[config.mk]
export PLATFORM = sky130hd
export DESIGN_NAME = rmst_ctrl
export DESIGN_NICKNAME = d
export VERILOG_FILES = /design/src/rmst_pkg.sv /design/src/rmst_ctrl.sv
export SDC_FILE = /design/constraint.sdc
export NUM_CORES = 1
export LEC_CHECK = 0
export BUFFER_PORTS_ARGS = -buffer_cell sky130_fd_sc_hd__buf_2
export CAP_MARGIN = 20
export CORE_AREA = 2 2 39 41
export DETAILED_ROUTE_END_ITERATION = 8
export DIE_AREA = 0 0 41 43
export HOLD_SLACK_MARGIN = 0.03
export PLACE_DENSITY = 0.44
export SYNTH_ARGS = -nofsm -noshare
export SYNTH_HDL_FRONTEND = slang
export SYNTH_SLANG_ARGS = --single-unit
[constraint.sdc]
create_clock -name clock -period 1.45 [get_ports clock]
set_clock_uncertainty 0.2 [all_clocks]
set_input_delay 0.0725 -clock clock [delete_from_list [all_inputs] [get_ports clock]]
set_output_delay 0.0725 -clock clock [all_outputs]
set_load 0.02 [all_outputs]
[src/rmst_pkg.sv]
// ============================================================================
// rmst_pkg: shared types and constants for the range minimum segment tree
// Field widths, node encoding, controller states and the command and status
// groups that pass between the controller and the datapath.
// ============================================================================
package rmst_pkg;

   localparam int CMD_W   = 1;
   localparam int IDX_W   = 10;
   localparam int VALUE_W = 32;

   // Nodes hold value XOR SIGN_FLIP so that unsigned order matches signed order.
   localparam logic [VALUE_W-1:0] SIGN_FLIP  = 32'h8000_0000;
   localparam logic [VALUE_W-1:0] BIASED_MAX = 32'hFFFF_FFFF;

   localparam logic [CMD_W-1:0] CMD_WRITE = 1'b0;
   localparam logic [CMD_W-1:0] CMD_QUERY = 1'b1;

   typedef enum logic [2:0] {
      ST_CLEAR,
      ST_IDLE,
      ST_WR_UP,
      ST_Q_WALK,
      ST_Q_DRAIN,
      ST_Q_DONE
   } state_type;

   typedef struct packed {
      logic clr_step;
      logic ld_write;
      logic up_step;
      logic ld_query;
      logic walk_step;
      logic load_rsp;
   } ctrl_type;

   typedef struct packed {
      logic clr_last;
      logic up_last;
      logic walk_last;
      logic skip;
      logic empty;
      logic rsp_busy;
   } status_type;

endpackage

[src/rmst_ctrl.sv]
// ============================================================================
// rmst_ctrl: sequencing state machine
// Runs the clearing pass, the leaf-to-root update of a write and the
// two-pointer walk of a query, and hands the result to the output register.
// ============================================================================
module rmst_ctrl (
   input  logic                clock,
   input  logic                reset,
   input  logic                req_tvalid,
   output logic                req_tready,
   input  logic                req_cmd,
   input  rmst_pkg::status_type status,
   output rmst_pkg::ctrl_type   ctrl
);
   import rmst_pkg::*;

   state_type state_ff;
   state_type state_in;
   logic      accept;

   assign accept = req_tvalid && (state_ff == ST_IDLE);

   always_ff @(posedge clock) begin
      if (reset) begin
         state_ff <= ST_CLEAR;
      end else begin
         state_ff <= state_in;
      end
   end

   always_comb begin
      state_in = state_ff;
      case (state_ff)
         ST_CLEAR: begin
            if (status.clr_last) state_in = ST_IDLE;
         end
         ST_IDLE: begin
            if (req_tvalid) begin
               if (req_cmd == CMD_WRITE) begin
                  state_in = status.skip ? ST_IDLE : ST_WR_UP;
               end else begin
                  state_in = status.empty ? ST_Q_DONE : ST_Q_WALK;
               end
            end
         end
         ST_WR_UP: begin
            if (status.up_last) state_in = ST_IDLE;
         end
         ST_Q_WALK: begin
            if (status.walk_last) state_in = ST_Q_DRAIN;
         end
         ST_Q_DRAIN: begin
            state_in = ST_Q_DONE;
         end
         ST_Q_DONE: begin
            if (!status.rsp_busy) state_in = ST_IDLE;
         end
         default: begin
            state_in = ST_CLEAR;
         end
      endcase
   end

   always_comb begin
      ctrl       = '0;
      req_tready = 1'b0;
      case (state_ff)
         ST_CLEAR: begin
            ctrl.clr_step = 1'b1;
         end
         ST_IDLE: begin
            req_tready    = 1'b1;
            ctrl.ld_write = accept && (req_cmd == CMD_WRITE) && !status.skip;
            ctrl.ld_query = accept && (req_cmd == CMD_QUERY);
         end
         ST_WR_UP: begin
            ctrl.up_step = 1'b1;
         end
         ST_Q_WALK: begin
            ctrl.walk_step = 1'b1;
         end
         ST_Q_DRAIN: begin
            ctrl = '0;
         end
         ST_Q_DONE: begin
            ctrl.load_rsp = !status.rsp_busy;
         end
         default: begin
            ctrl = '0;
         end
      endcase
   end

endmodule

; ---- Word level (Yosys, flattened, before mapping)
; Index checks and enable logic that the tools add are counted.
[totals]
output_inout_bits = 7
in_bits = 10
register_bits = 3
wordCells = 36
[classes]
eq_ne = 10
muxes = 16
reduce_logical = 8
bitwise = 1
[ops]
columns = op, n
row1 = 3-bit 2-to-1 mux, 7
row2 = 3-bit one-hot mux with 6 select lines, 1
row3 = 2-bit != test (second input constant), 5
row4 = 1-bit 2-to-1 mux, 7
row5 = 3-bit by 2-bit == test with 1-bit output (second input constant), 2
row6 = 3-bit == test (second input constant), 2
row7 = 5-bit AND reduction, 1
row8 = 1-bit logical AND, 4
row9 = 3-bit by 1-bit == test with 1-bit output (second input constant), 1
row10 = 3-bit logical NOT, 1
row11 = 1-bit logical NOT, 2
row12 = 2-bit 2-to-1 mux, 1
row13 = 1-bit NOT, 1

; ---- Depth between registers and ports, before layout
[depth]
ltp_word = 5
depth_mapped = 5
ltp_nobuf = 4

; ---- Worst setup path before layout
; OpenSTA, ideal clock, no wires.
[synth_path]
path_kind = register -> register
start = register state_ff[1]
end = register state_ff[0]
stages_incl_launch_ff = 6
slack_ns = -0.056
n_path_buf = 1
arrival_time_ns = 1.173
t_required_ns = 1.116
synth_period_minus_slack_ns = 1.506
setup_ns = 0.134
cell_sequence = dfxtp_1 > buf_6 > nand2b_2 > nor2_2 > and3_4 > a2111oi_2
[synth_via]
elab_chain_len = 3
word_cells_on_any_way = 13
cone_classes = eq/ne: 10 / mux: 1 / reduce/logical: 2
[synth_lines]
columns = element, line_no
row1 = "start, declared", rmst_ctrl.sv:17  ; state_type state_ff;
row2 = "start signal, assigned", rmst_ctrl.sv:27  ; state_ff <= state_in;
row3 = "3-bit by 2-bit == test with 1-bit output, or another cell as far along", rmst_ctrl.sv:33  ; case (state_ff)
row4 = 2-bit != test (no line), -
row5 = 5-bit AND reduction (no line), -
; Several ways; a longest one is shown, not always the timed one.
; A chain may end at the register's enable or synchronous reset.

==> flow_summary_export.csv <==
group,metric,value,unit
global_route,grt_pass1_vias,336,
synthesis,ys_seq_area_frac,0.194,
layout,fin_nets,77,
drt,drt-total-wl,863,microns
clock_tree,numCtsBuffers,3,
layout,largest_reg_flops,3,
outcome,status,"finished with violations",
critical_path,crit_top_cell,"buf_6",
placement,portBuffers,16,
layout,nFillCells,143,
sta,finalCriticalPeriod,1.47,ns
global_route,grt_pass1_wl,1.34,mm
sta,worstMarginPinSlew,0.219,ns
global_route,overflow,0,
synthesis,synth_mux_area_frac,0.0648,
power,cellLeakagePower,0.000253,uW
clock_tree,cts_tree,"built",
clock_tree,clk_latency,0.23,ns
global_route,grt_max_degree,11,
global_route,track_usage,0.117,
synthesis,synthAdderAreaFrac,0,
placement,dp.final_hpwl,653,microns
sta,period_share,1.01,
clock_tree,cts_sinks,3,
synthesis,yosys_warnings,0,
critical_path,cp_cell_sequence,"nand2b_4 -> nor2_4 -> buf_6 -> and3_4 -> buf_6",
synthesis,synth_compound_area_frac,0.194,
floorplan,die_y,43,microns
layout,multi_input_area,253,sq um
layout,area_growth,79.8,%
hold_path,hp-class,"in -> reg",
critical_path,end_kind,"primary output",
clock_tree,clockRootBuffer,"clkbuf_4",
layout,most-common-layout-cells,"buf_2, dlygate4sd3_1, nand2b_1, a21oi_1, buf_4",
drt,viasPerCell,4.50,
synthesis,synth-simple-area-share,0.462,
critical_path,slowest_delay,0.34,ns
floorplan,die_w,41,microns
layout,final_common_cell,"buf_2",
sta,setup_viol,1,
sta,finalHoldViolCount,0,
drt,drt_iter0_markers,2,
synthesis,synth-xor-area-share,0,
floorplan,die_area,1760,sq um
sta,worst_slack,-0.0212,ns
sta,tns,-0.0212,ns
critical_path,cp.arrival,1.20,ns
outcome,violations,"setup timing",
sta,maxSlewViolCount,0,
drt,vias,369,
sta,slew_headroom,0.850,
drt,routedWlPerCell,10.5,microns
synthesis,ys_types,23,
synthesis,postSynthCellCount,38,
placement,place_congestion,0.663,
floorplan,initial_core_util,0.223,
power,peakVddDrop,0.326,mV
sta,rsz0062_at_grt,"true",
floorplan,boundaryPins,17,
synthesis,syn_area,309,sq um
clock_tree,clockBufferDepth,2,
critical_path,critPathMaxFanout,3,
floorplan,core-area,1380,sq um
critical_path,crit_type,"reg -> out",
floorplan,row_count,14,
layout,reg.largest.list,"state_ff (3)",
synthesis,synth_top_family_by_area,"simple AND/OR/NAND/NOR gates",
drt,drc,0,
layout,top_register,"state_ff",
power,power,558,uW
clock_tree,clk_pin_slew,0.04,ns
synthesis,syn_avg_cell_area,8.13,sq um
layout,seqCellArea,68.8,sq um
power,powerDensity,1000,nW/um^2
drt,drt.antenna.violating_nets,0,
drt,first_pass_iters,2,
synthesis,syn_nets,48,
global_route,grt_antenna_before_repair,0,
critical_path,start_kind,"flip-flop",
flow_run,maxCapViolations,0,
synthesis,ys_ff_latch,3,
clock_tree,ctsHtreeMaxLevel,1,
layout,diodes,0,
critical_path,worstPathRequired,1.18,ns
sta,fmax,680,MHz
layout,drive_gt1_frac,0.530,
critical_path,crit_path_top_delay_cell,"dfxtp_4",
per-layer routing:
layer | track usage | wire (microns) | part of all wire
met5 | 0 | 0 | 0
met4 | 0.100 | 19 | 0.022
met3 | 0.0157 | 24 | 0.028
met2 | 0.181 | 447 | 0.52
met1 | 0.131 | 371 | 0.43
final timing paths:
check                                              start  cells after the start                        to  slack, ns
worst min register to register  state_ff[2]$_SDFFE_PP0P_                      2  state_ff[2]$_SDFFE_PP0P_       0.44
worst min-delay path                             req_cmd                      5  state_ff[1]$_SDFFE_PP0P_       0.07
worst max-delay path            state_ff[1]$_SDFFE_PP0P_                      5                   ctrl[2]      -0.02
worst max register to register  state_ff[1]$_SDFFE_PP0P_                      5  state_ff[2]$_SDFFE_PP0P_       0.02
power by group:
group	internal, uW	switching, uW
clock network	103	43.1
registers	101	33.9
logic	146	131
total	350	208
per-stage QoR:
step | instance area, sq um | setup slack, ns | hold slack (ns) | cells | utilization
after floorplan | 314 | 0.0342 | -0.0586 | 38 | -
after global placement | 414 | -0.0795 | 0.104 | 71 | 0.299
after detailed placement | 414 | -0.0505 | 0.111 | 71 | 0.299
after CTS | 527 | -0.0268 | 0.0377 | 81 | 0.381
after global routing | 556 | -0.0796 | 0.0956 | 82 | 0.401
final | 556 | -0.0212 | 0.0681 | 82 | 0.401
Yosys cell counts, drive strengths merged:
cell type | count | area [sq um]
nand2 | 2 | 7.51
and2 | 1 | 6.26
nor3 | 2 | 15.0
nor2 | 5 | 21.3
and3b | 1 | 8.76
a32oi | 1 | 16.3
inv | 1 | 3.75
or2b | 1 | 7.51
mux2i | 2 | 20.0
nor2b | 1 | 6.26
nand3 | 1 | 5.00
a2111oi | 1 | 15.0
a2bb2oi | 1 | 8.76
buf | 2 | 22.5
and2b | 1 | 7.51
dfxtp | 3 | 60.1
a21oi | 4 | 20.0
nand2b | 5 | 33.8
and3 | 3 | 23.8
critical path, delay by kind of cell, from the launching register on:
family	cells	cell delay [ns]
AND/OR/NAND/NOR	3	0.41
flip-flops	1	0.34
buffers and inverters	2	0.22
repair_timing:
item                                    CTS  global route
endpoints found under the hold margin     3             0
hold buffers                              5             0
endpoints found under the setup margin    8             6
buffers inserted                          1             1
resized for setup                        10             4
pin swaps                                 0             1
area by class of cell:
type | instances | share of cell area
multi-input cells | 32 | 0.455
repair buffers | 26 | 0.331
flip-flops and latches | 3 | 0.124
clock buffers | 4 | 0.0473
well taps | 16 | 0.0360
inverters | 1 | 0.00676
cell families (layout without fill, tap and decap cells):
logic type	Yosys count	after routing
AOI/OAI and AO/OA	7	7
buffers and inverters	3	31
DFF	3	3
muxes	2	2
and+or+nand+nor	23	23
Power figures use the tool's default switching activity.
